File: src/hw/rtl/mep_pkg.sv
// Shared types, constants and helpers of the escape-time pixel engine.
`default_nettype none
package mep_pkg;

  // Image size defaults
  localparam int IMAGE_WIDTH_DEF  = 800;
  localparam int IMAGE_HEIGHT_DEF = 800;

  // Shared divider geometry: 41-bit dividend (p << 30 or |diff * i|), 16-bit divisor
  localparam int DVD_W = 41;
  localparam int DVS_W = 16;

  // Config register indexes
  localparam logic [2:0] REG_MAX_ITER   = 3'd0;
  localparam logic [2:0] REG_ESC_LIMIT  = 3'd1;
  localparam logic [2:0] REG_LOW_COL    = 3'd2;
  localparam logic [2:0] REG_HIGH_COL   = 3'd3;
  localparam logic [2:0] REG_INSIDE_COL = 3'd4;
  localparam logic [2:0] REG_STRIDE     = 3'd5;
  localparam logic [2:0] REG_BPP        = 3'd6;

  // Q4.28 limits at 42 bits
  localparam logic signed [41:0] Q_MAX_W = 42'sd2147483647;
  localparam logic signed [41:0] Q_MIN_W = -42'sd2147483648;

  typedef struct packed {
    logic [9:0] pixel_x;
    logic [9:0] pixel_y;
  } pix_in_t;

  typedef struct packed {
    logic [25:0] byte_offset;
    logic [23:0] pixel_color;
    logic        escaped;
    logic [15:0] escape_step;
  } pix_out_t;

  typedef struct packed {
    logic busy;
    logic done;
  } div_stat_t;

  // Clamp to the signed Q4.28 range
  function automatic logic signed [31:0] sat_q(input logic signed [41:0] v);
    logic signed [31:0] r;
    if (v > Q_MAX_W) begin
      r = 32'sh7fffffff;
    end else if (v < Q_MIN_W) begin
      r = 32'sh80000000;
    end else begin
      r = v[31:0];
    end
    return r;
  endfunction

endpackage
`default_nettype wire

File: src/hw/rtl/mep_mul.sv
// Shared signed 32x32 multiplier with registered product.
`default_nettype none
module mep_mul (
  input  wire logic               clk,
  input  wire logic signed [31:0] a,
  input  wire logic signed [31:0] b,
  output logic signed [63:0]      prod
);

  always_ff @(posedge clk) begin
    prod <= a * b;
  end

endmodule
`default_nettype wire

File: src/hw/rtl/mep_div.sv
// Shared restoring divider, one quotient bit per cycle.
`default_nettype none
module mep_div (
  input  wire logic                       clk,
  input  wire logic                       rst,
  input  wire logic                       start,
  input  wire logic [mep_pkg::DVD_W-1:0]  dividend,
  input  wire logic [mep_pkg::DVS_W-1:0]  divisor,
  output logic      [mep_pkg::DVD_W-1:0]  quotient,
  output mep_pkg::div_stat_t              stat
);
  import mep_pkg::*;

  localparam int CNT_W = $clog2(DVD_W);

  logic [CNT_W-1:0] cnt;
  logic [DVS_W-1:0] rem;
  logic [DVS_W-1:0] dvs;
  logic [DVS_W:0]   rem_sh;
  logic [DVS_W:0]   rem_sub;
  logic             fits;

  // quotient doubles as the dividend shift register
  assign rem_sh  = {rem, quotient[DVD_W-1]};
  assign fits    = rem_sh >= {1'b0, dvs};
  assign rem_sub = rem_sh - {1'b0, dvs};

  always_ff @(posedge clk) begin
    if (rst) begin
      stat <= '0;
      cnt  <= '0;
    end else begin
      stat.done <= 1'b0;
      if (start) begin
        stat.busy <= 1'b1;
        cnt       <= CNT_W'(DVD_W - 1);
      end else if (stat.busy) begin
        if (cnt == '0) begin
          stat.busy <= 1'b0;
          stat.done <= 1'b1;
        end else begin
          cnt <= cnt - 1'b1;
        end
      end
    end
  end

  always_ff @(posedge clk) begin
    if (start) begin
      quotient <= dividend;
      rem      <= '0;
      dvs      <= divisor;
    end else if (stat.busy) begin
      quotient <= {quotient[DVD_W-2:0], fits};
      rem      <= fits ? rem_sub[DVS_W-1:0] : rem_sh[DVS_W-1:0];
    end
  end

endmodule
`default_nettype wire

File: src/hw/rtl/mandelbrot_escape_pixel.sv
// Top level of the escape-time pixel engine: sequencer, registers and result stage.
// Mapping x and y takes two divider passes; each iteration steps through S_SQR, S_SQI, S_CRS and S_CHK.
// An escaped point also passes S_COLM, S_COLD and S_COLW, with one more divider pass, before the result is parked.
// Throughput: one word at a time; the next pixel word is taken once the result is parked.
// Reset (rst, synchronous): control state idle, config registers to their defaults.
// A result word waits in the output register while a new pixel word is already taken.
`default_nettype none
module mandelbrot_escape_pixel #(
  parameter int IMAGE_WIDTH  = mep_pkg::IMAGE_WIDTH_DEF,
  parameter int IMAGE_HEIGHT = mep_pkg::IMAGE_HEIGHT_DEF
) (
  input  wire logic              clk,
  input  wire logic              rst,
  // pixel coordinate channel
  input  wire logic              pix_valid,
  output logic                   pix_ready,
  input  wire mep_pkg::pix_in_t  pix,
  // result channel
  output logic                   res_valid,
  input  wire logic              res_ready,
  output mep_pkg::pix_out_t      res,
  // config write channel
  input  wire logic              cfg_valid,
  output logic                   cfg_ready,
  input  wire logic [2:0]        cfg_index,
  input  wire logic [31:0]       cfg_data
);
  import mep_pkg::*;

  // Sequencer codes
  localparam logic [3:0] S_IDLE = 4'd0;
  localparam logic [3:0] S_OFSA = 4'd1;   // py * stride
  localparam logic [3:0] S_OFSB = 4'd2;   // px * bpp
  localparam logic [3:0] S_OFSC = 4'd3;   // sum offset
  localparam logic [3:0] S_MAPX = 4'd4;   // wait for c_re quotient
  localparam logic [3:0] S_MAPY = 4'd5;   // wait for c_im quotient
  localparam logic [3:0] S_SQR  = 4'd6;   // re * re
  localparam logic [3:0] S_SQI  = 4'd7;   // im * im
  localparam logic [3:0] S_CRS  = 4'd8;   // re * im
  localparam logic [3:0] S_CHK  = 4'd9;   // magnitude test, z update
  localparam logic [3:0] S_COLM = 4'd10;  // (high - low) * step
  localparam logic [3:0] S_COLD = 4'd11;  // start colour divide
  localparam logic [3:0] S_COLW = 4'd12;  // wait for colour quotient
  localparam logic [3:0] S_DONE = 4'd13;  // park result

  // c = q - 2.0 in Q4.28
  localparam logic signed [41:0] MAP_BIAS = 42'sd536870912;

  logic [3:0] state;

  // Config registers
  logic [15:0] max_iter;
  logic [31:0] esc_limit;
  logic [23:0] low_col;
  logic [23:0] high_col;
  logic [23:0] in_col;
  logic [15:0] stride;
  logic [3:0]  bpp;

  // Working registers
  logic [9:0]         px;
  logic [9:0]         py;
  logic [25:0]        ofs;
  logic signed [31:0] cre;
  logic signed [31:0] cim;
  logic signed [31:0] zre;
  logic signed [31:0] zim;
  logic [34:0]        sq_re;
  logic [34:0]        sq_im;
  logic [15:0]        iter;
  logic [23:0]        color;
  logic               esc;
  logic [15:0]        step;
  logic               neg;

  // Shared units
  logic signed [31:0] mul_a;
  logic signed [31:0] mul_b;
  logic signed [63:0] prod;
  logic               div_start;
  logic [DVD_W-1:0]   div_dvd;
  logic [DVS_W-1:0]   div_dvs;
  logic [DVD_W-1:0]   div_quo;
  div_stat_t          div_stat;

  // Datapath helpers
  logic signed [24:0] col_diff;
  logic [63:0]        prod_abs;
  logic signed [31:0] c_map;
  logic [35:0]        mag;
  logic [31:0]        mag_sat;
  logic               esc_hit;
  logic               last_iter;
  logic [31:0]        sre_s;
  logic [31:0]        sim_s;
  logic signed [31:0] zre_next;
  logic signed [31:0] zim_next;
  logic [23:0]        col_q;

  assign cfg_ready = 1'b1;
  assign pix_ready = (state == S_IDLE);

  // Config write path
  always_ff @(posedge clk) begin
    if (rst) begin
      max_iter  <= 16'd42;
      esc_limit <= 32'h4000_0000;
      low_col   <= 24'h000000;
      high_col  <= 24'hffffff;
      in_col    <= 24'hff00ff;
      stride    <= 16'd3200;
      bpp       <= 4'd4;
    end else if (cfg_valid && cfg_ready) begin
      unique case (cfg_index)
        REG_MAX_ITER:   max_iter  <= cfg_data[15:0];
        REG_ESC_LIMIT:  esc_limit <= cfg_data;
        REG_LOW_COL:    low_col   <= cfg_data[23:0];
        REG_HIGH_COL:   high_col  <= cfg_data[23:0];
        REG_INSIDE_COL: in_col    <= cfg_data[23:0];
        REG_STRIDE:     stride    <= cfg_data[15:0];
        REG_BPP:        bpp       <= cfg_data[3:0];
        default: ;      // unused index, ignored
      endcase
    end
  end

  assign col_diff = $signed({1'b0, high_col}) - $signed({1'b0, low_col});

  // Multiplier operand select
  always_comb begin
    unique case (state)
      S_OFSA: begin
        mul_a = $signed({22'd0, py});
        mul_b = $signed({16'd0, stride});
      end
      S_OFSB: begin
        mul_a = $signed({22'd0, px});
        mul_b = $signed({28'd0, bpp});
      end
      S_SQR: begin
        mul_a = zre;
        mul_b = zre;
      end
      S_SQI: begin
        mul_a = zim;
        mul_b = zim;
      end
      S_CRS: begin
        mul_a = zre;
        mul_b = zim;
      end
      S_COLM: begin
        mul_a = {{7{col_diff[24]}}, col_diff};
        mul_b = $signed({16'd0, iter});
      end
      default: begin
        mul_a = '0;
        mul_b = '0;
      end
    endcase
  end

  mep_mul u_mul (
    .clk  (clk),
    .a    (mul_a),
    .b    (mul_b),
    .prod (prod)
  );

  // Divider: c_re on accept, c_im after c_re, colour after an escape
  assign prod_abs  = prod[63] ? (64'd0 - prod) : prod;
  assign div_start = (state == S_IDLE && pix_valid) ||
                     (state == S_MAPX && div_stat.done) ||
                     (state == S_COLD);

  always_comb begin
    unique case (state)
      S_IDLE: begin
        div_dvd = {1'b0, pix.pixel_x, 30'd0};
        div_dvs = DVS_W'(IMAGE_WIDTH);
      end
      S_MAPX: begin
        div_dvd = {1'b0, py, 30'd0};
        div_dvs = DVS_W'(IMAGE_HEIGHT);
      end
      default: begin
        div_dvd = prod_abs[DVD_W-1:0];
        div_dvs = max_iter;
      end
    endcase
  end

  mep_div u_div (
    .clk      (clk),
    .rst      (rst),
    .start    (div_start),
    .dividend (div_dvd),
    .divisor  (div_dvs),
    .quotient (div_quo),
    .stat     (div_stat)
  );

  // Quotient to c, only the top side can clip
  assign c_map = sat_q($signed({1'b0, div_quo}) - MAP_BIAS);

  // Escape test on the fresh squares; squares clip to Q_MAX only for the update
  assign mag       = {1'b0, sq_re} + {1'b0, sq_im};
  assign mag_sat   = (|mag[35:32]) ? 32'hffff_ffff : mag[31:0];
  assign esc_hit   = mag_sat > esc_limit;
  assign last_iter = ({1'b0, iter} + 17'd1) == {1'b0, max_iter};
  assign sre_s     = (sq_re > 35'h0_7fff_ffff) ? 32'h7fff_ffff : sq_re[31:0];
  assign sim_s     = (sq_im > 35'h0_7fff_ffff) ? 32'h7fff_ffff : sq_im[31:0];
  assign zre_next  = sat_q($signed({10'd0, sre_s}) - $signed({10'd0, sim_s})
                           + {{10{cre[31]}}, cre});
  // cross term: floor(2*re*im / 2^28) is the product shifted by 27
  assign zim_next  = sat_q({{5{prod[63]}}, prod[63:27]} + {{10{cim[31]}}, cim});

  // Colour quotient never exceeds |high - low|, so 24 bits carry it
  assign col_q = neg ? (24'd0 - div_quo[23:0]) : div_quo[23:0];

  // Sequencer
  always_ff @(posedge clk) begin
    if (rst) begin
      state <= S_IDLE;
    end else begin
      unique case (state)
        S_IDLE: if (pix_valid) state <= S_OFSA;
        S_OFSA: state <= S_OFSB;
        S_OFSB: state <= S_OFSC;
        S_OFSC: state <= S_MAPX;
        S_MAPX: if (div_stat.done) state <= S_MAPY;
        S_MAPY: begin
          if (div_stat.done) state <= (max_iter == 16'd0) ? S_DONE : S_SQR;
        end
        S_SQR:  state <= S_SQI;
        S_SQI:  state <= S_CRS;
        S_CRS:  state <= S_CHK;
        S_CHK: begin
          priority if (esc_hit) begin
            state <= S_COLM;
          end else if (last_iter) begin
            state <= S_DONE;
          end else begin
            state <= S_SQR;
          end
        end
        S_COLM: state <= S_COLD;
        S_COLD: state <= S_COLW;
        S_COLW: if (div_stat.done) state <= S_DONE;
        S_DONE: if (!res_valid || res_ready) state <= S_IDLE;
        default: state <= S_IDLE;
      endcase
    end
  end

  // Datapath registers
  always_ff @(posedge clk) begin
    unique case (state)
      S_IDLE: begin
        px <= pix.pixel_x;
        py <= pix.pixel_y;
      end
      S_OFSB: ofs <= prod[25:0];
      S_OFSC: ofs <= ofs + prod[25:0];
      S_MAPX: if (div_stat.done) cre <= c_map;
      S_MAPY: begin
        if (div_stat.done) begin
          cim   <= c_map;
          zre   <= cre;     // first step from z = 0 lands on c
          zim   <= c_map;
          iter  <= '0;
          color <= in_col;
          esc   <= 1'b0;
          step  <= max_iter;
        end
      end
      S_SQI: sq_re <= prod[62:28];
      S_CRS: sq_im <= prod[62:28];
      S_CHK: begin
        priority if (esc_hit) begin
          esc  <= 1'b1;
          step <= iter;
        end else if (last_iter) begin
          color <= in_col;
          step  <= max_iter;
        end else begin
          zre  <= zre_next;
          zim  <= zim_next;
          iter <= iter + 1'b1;
        end
      end
      S_COLD: neg <= prod[63];
      S_COLW: if (div_stat.done) color <= low_col + col_q;
      default: ;
    endcase
  end

  // Output register
  always_ff @(posedge clk) begin
    if (rst) begin
      res_valid <= 1'b0;
    end else if (state == S_DONE && (!res_valid || res_ready)) begin
      res_valid <= 1'b1;
    end else if (res_ready) begin
      res_valid <= 1'b0;
    end
  end

  always_ff @(posedge clk) begin
    if (state == S_DONE && (!res_valid || res_ready)) begin
      res.byte_offset <= ofs;
      res.pixel_color <= color;
      res.escaped     <= esc;
      res.escape_step <= step;
    end
  end

`ifndef SYNTHESIS
  // divider must be free when a new division starts
  a_div_free: assert property (@(posedge clk) disable iff (rst)
    div_start |-> !div_stat.busy)
    else $error("divider restarted while busy");

  // a quotient must land in a state that consumes it
  a_div_used: assert property (@(posedge clk) disable iff (rst)
    div_stat.done |-> (state == S_MAPX || state == S_MAPY || state == S_COLW))
    else $error("divider result dropped");

  // a new result word only comes out of the park state
  a_res_src: assert property (@(posedge clk) disable iff (rst)
    $rose(res_valid) |-> $past(state) == S_DONE)
    else $error("result word raised outside park state");
`endif

endmodule
`default_nettype wire
File: config.mk
export PLATFORM = sky130hd
export DESIGN_NAME = mandelbrot_escape_pixel
export DESIGN_NICKNAME = d
export VERILOG_FILES = /design/src/hw/rtl/mep_pkg.sv /design/src/hw/rtl/mep_mul.sv /design/src/hw/rtl/mep_div.sv /design/src/hw/rtl/mandelbrot_escape_pixel.sv
export SDC_FILE = /design/constraint.sdc
export NUM_CORES = 2
export LEC_CHECK = 0
export BUFFER_PORTS_ARGS = -buffer_cell sky130_fd_sc_hd__buf_2
export CAP_MARGIN = 10
export CORE_MARGIN = 3
export CORE_UTILIZATION = 44
export DETAILED_ROUTE_END_ITERATION = 6
export GPL_TIMING_DRIVEN = 0
export MAX_ROUTING_LAYER = met4
export PLACE_DENSITY_LB_ADDON = 0.08
export SKIP_CTS_REPAIR_TIMING = 1
export SKIP_LAST_GASP = 1
export SYNTH_ARGS = -nofsm -noshare
export SYNTH_HDL_FRONTEND = slang
export SYNTH_SLANG_ARGS = --single-unit
File: constraint.sdc
create_clock -name clk -period 13.5 [get_ports clk]
set_input_delay 2.025 -clock clk [delete_from_list [all_inputs] [get_ports clk]]
set_output_delay 2.025 -clock clk [all_outputs]
set_load 0.02 [all_outputs]
==> summary.md <==
| Metric | Value |
|---|---|
| Run status | complete, no violations |
| Compound-gate portion of the synthesized area | 11.3% |
| RSZ-0062 raised after global routing | yes |
| Nets | 9,974 |
| Design Area, Final | 80,800 um^2 |
| TNS Setup | 0 ps |
| CTS H-tree lvls | 3 |
| DR iter-0 viols | 6,280 |
| Post-layout min period | 13,130 ps |
| Worst EP required | 14,070 ps |
| Post-synthesis mux area share | 0.669% |
| Register area | 17,500 um^2 |
| Period utilisation layout | 97.2% |
| Die width | 417 um |
| # fillers | 16,300 |
| Power Total | 15,800 uW |
| Avg Cell Area, Syn | 9.15 um^2 |
| WL/cell | 27.2 um |
| Chip Height | 417 um |
| CP endpoint kind | flip-flop |
| Final setup violation count | 0 |
| Vias in the first global route | 60,400 |
| Initial core utilization | 44.4% |
| Die area | 174,000 um^2 |
| Clk_lat worst skew | 690 ps |
| CTS root buffer | clkbuf_16 |
| Arrival @ worst endpoint | 13,700 ps |
| WHS | 401 ps |
| Leak pwr | 0.0360 uW |
| # DRC | 0 |
| CTS clk-pin slew, worst paths | 70 ps |
| Critical-path top delay cell | clkbuf_1 |
| Tightest Hold Check Type | flip-flop to flip-flop |
| Placed cell area | 78,400 um^2 |
| XOR/XNOR Fraction of Synth Area | 3.91% |
| Synthesized-area fraction occupied by adder cells | 36.8% |
| CP startpoint kind | flip-flop |
| Synth Instances | 8,135 |
| IO Port Bufs | 127 |
| Hold violation total from the final report | 0 |
| Largest net degree at the start of global routing | 35 |
| CP max stage delay | 910 ps |
| Cell Area, Synth | 74,400 um^2 |
| Detailed-router iteration count before antenna repair | 6 |
| Synth Register Bits | 659 |
| Vias | 60,600 |
| Area grow syn2layout | 8.59% |
| Max_cap viols | 0 |
| Final core occ | 48.2% |
| IO Pins | 130 |
| Slew headroom | 7.41% |
| Worst-path maximum fanout | 10 |
| Fin Clk Skew | 54.9 ps |
| Core area | 168,000 um^2 |
| Vias/cell | 5.70 |
| Max Clk Rate | 76.2 MHz |
| Worst IR Drop VDD | 128 uV |
| Number of synthesized flops with an enable pin | 426 |
| Clock sink total | 659 |
| Warnings, synthesis | 0 |
| RePlAce Congestion | 1.04 |
| Async SR Flop Fraction | 0% |
| Final ANT Viol Nets | 0 |
| Crit Path Class | flip-flop to flip-flop |
| Crit-path most repeated cell | fa_1 |
| TritonCTS buffer count | 67 |
| Multi-input gate area | 50,600 um^2 |
| GRT Total Usage | 34.3% |
| Largest family of logic cells by synthesized area | adder cells |
| Ys flop type | edfxtp_1 |
| Post-Synth Simple-Gate Area | 15.0% |
| Site row count | 150 |
| Share of layout cells above drive strength 1 | 5.01% |
| Power Dens Cells | 195 nW/um^2 |
| First-pass GRT wire length | 419,000 um |
| Clock Tree Buf Depth | 3 |
| Post-DP HPWL | 242,000 um |
| Remaining Overflow, GRT | 0 |
| DRT Wirelength | 289,000 um |
| Slew at the pin closest to its max-slew limit | 1380 ps |
| Post-synthesis sequential area ratio | 23.5% |
| Netlist cell types | 100 |
| CTS tree | built |
| Initial antenna violation count | 11 |
| Final Max Slew Viols | 0 |
## area by class of cell
type | instances | share of cell area [%]
multi-input combinational | 5754 | 62.6
sequential | 659 | 21.6
antenna | 5 | 0.0155
clock buffer | 85 | 2.23
clock inverter | 37 | 0.568
timing repair buffer | 173 | 1.47
inverter | 1374 | 6.39
buffer | 348 | 1.71
tap | 2204 | 3.41
## registers in the layout, indices dropped and copies added (netlist names), 24 cells and up
| register | flops |
|---|---|
| res | 67 |
| u_mul.prod | 64 |
| u_div.quotient | 41 |
| sq_im | 35 |
| sq_re | 35 |
| cim | 32 |
| cre | 32 |
| esc_limit | 32 |
| zim | 32 |
| zre | 32 |
| ofs | 26 |
| color | 24 |
| high_col | 24 |
| in_col | 24 |
| low_col | 24 |
## cells by family (layout without fill, tap and decap cells)
group	count (synthesis)	count (layout)
simple gates	2548	2548
fa+ha+maj	1537	1537
other cells	2	8
mux	47	47
buf+inv	1723	2017
xor+xnor	332	332
flops	659	659
compound gates	1287	1287
## metal layers
layer	global-route usage (%)	share of wire, %	routed length, um
met2	52.0	45	129000
met4	13.0	4.8	13800
met3	5.73	8.2	23700
met1	46.1	42	122000
met5	-	0	0
## metrics by stage
stage,setup slack [ps],cells
2_1_floorplan,1640,8136
3_3_place_gp,-4170,10500
3_5_place_dp,237,10500
4_1_cts,120,10600
5_1_grt,-30.4,10600
6_report,375,10600
## cell usage in the layout, fill, tap and decap left out, types with 36 or more instances in the layout
cell type	count
buf_2	141
fa_1	1090
o21a_1	44
xor2_1	126
nor3_1	69
edfxtp_1	426
ha_1	447
nand2_1	1157
a21oi_1	320
o22ai_1	50
nor2b_1	66
and2_1	36
clkbuf_16	68
o21ai_0	247
nand4_1	42
nand3b_1	57
a22oi_1	40
xnor2_1	206
clkbuf_1	319
nand2b_1	84
nand3_1	74
inv_1	1371
a21o_1	178
nor2_1	760
or3_1	41
dfxtp_1	233
a31oi_1	53
## power by group
| group | switching, uW | internal (uW) |
|---|---|---|
| clock | 891 | 1120 |
| sequential | 547 | 2600 |
| combinational | 7100 | 3500 |
| total | 8530 | 7220 |
## critical path: cells and delay by family, from the launching register on
| kind | cells | cell delay, ps |
|---|---|---|
| fa+ha+maj | 9 | 4230 |
| buf+inv | 11 | 3710 |
| compound gates | 9 | 3190 |
| simple gates | 6 | 1450 |
| flops | 1 | 330 |
| xor+xnor | 1 | 130 |
## synthesized netlist by cell type (50+ instances only)
master	instances	area, um^2
o21ai_0	247	1240
ha_1	447	5590
inv_1	1374	5160
nor3_1	70	350
a21oi_1	323	1620
edfxtp_1	426	12800
nor2b_1	66	413
dfxtp_1	233	4660
fa_1	1090	21800
xor2_1	126	1100
a21o_1	178	1340
xnor2_1	206	1800
clkbuf_1	313	1170
nor2_1	764	2870
nand2b_1	85	532
a31oi_1	53	332
nand3b_1	57	428
nand3_1	74	370
o22ai_1	50	313
nand2_1	1158	4350
## path summary, 6_finish.rpt
check	from	to	slack [ps]	cells after the start
setup / recovery	state[3]	u_mul.prod[56]	370	36
hold / removal	color[22]	res[39]	400	0
setup reg to reg	state[3]	u_mul.prod[56]	370	36
hold reg to reg	color[22]	res[39]	400	0
(Power assumes the default switching activity.)
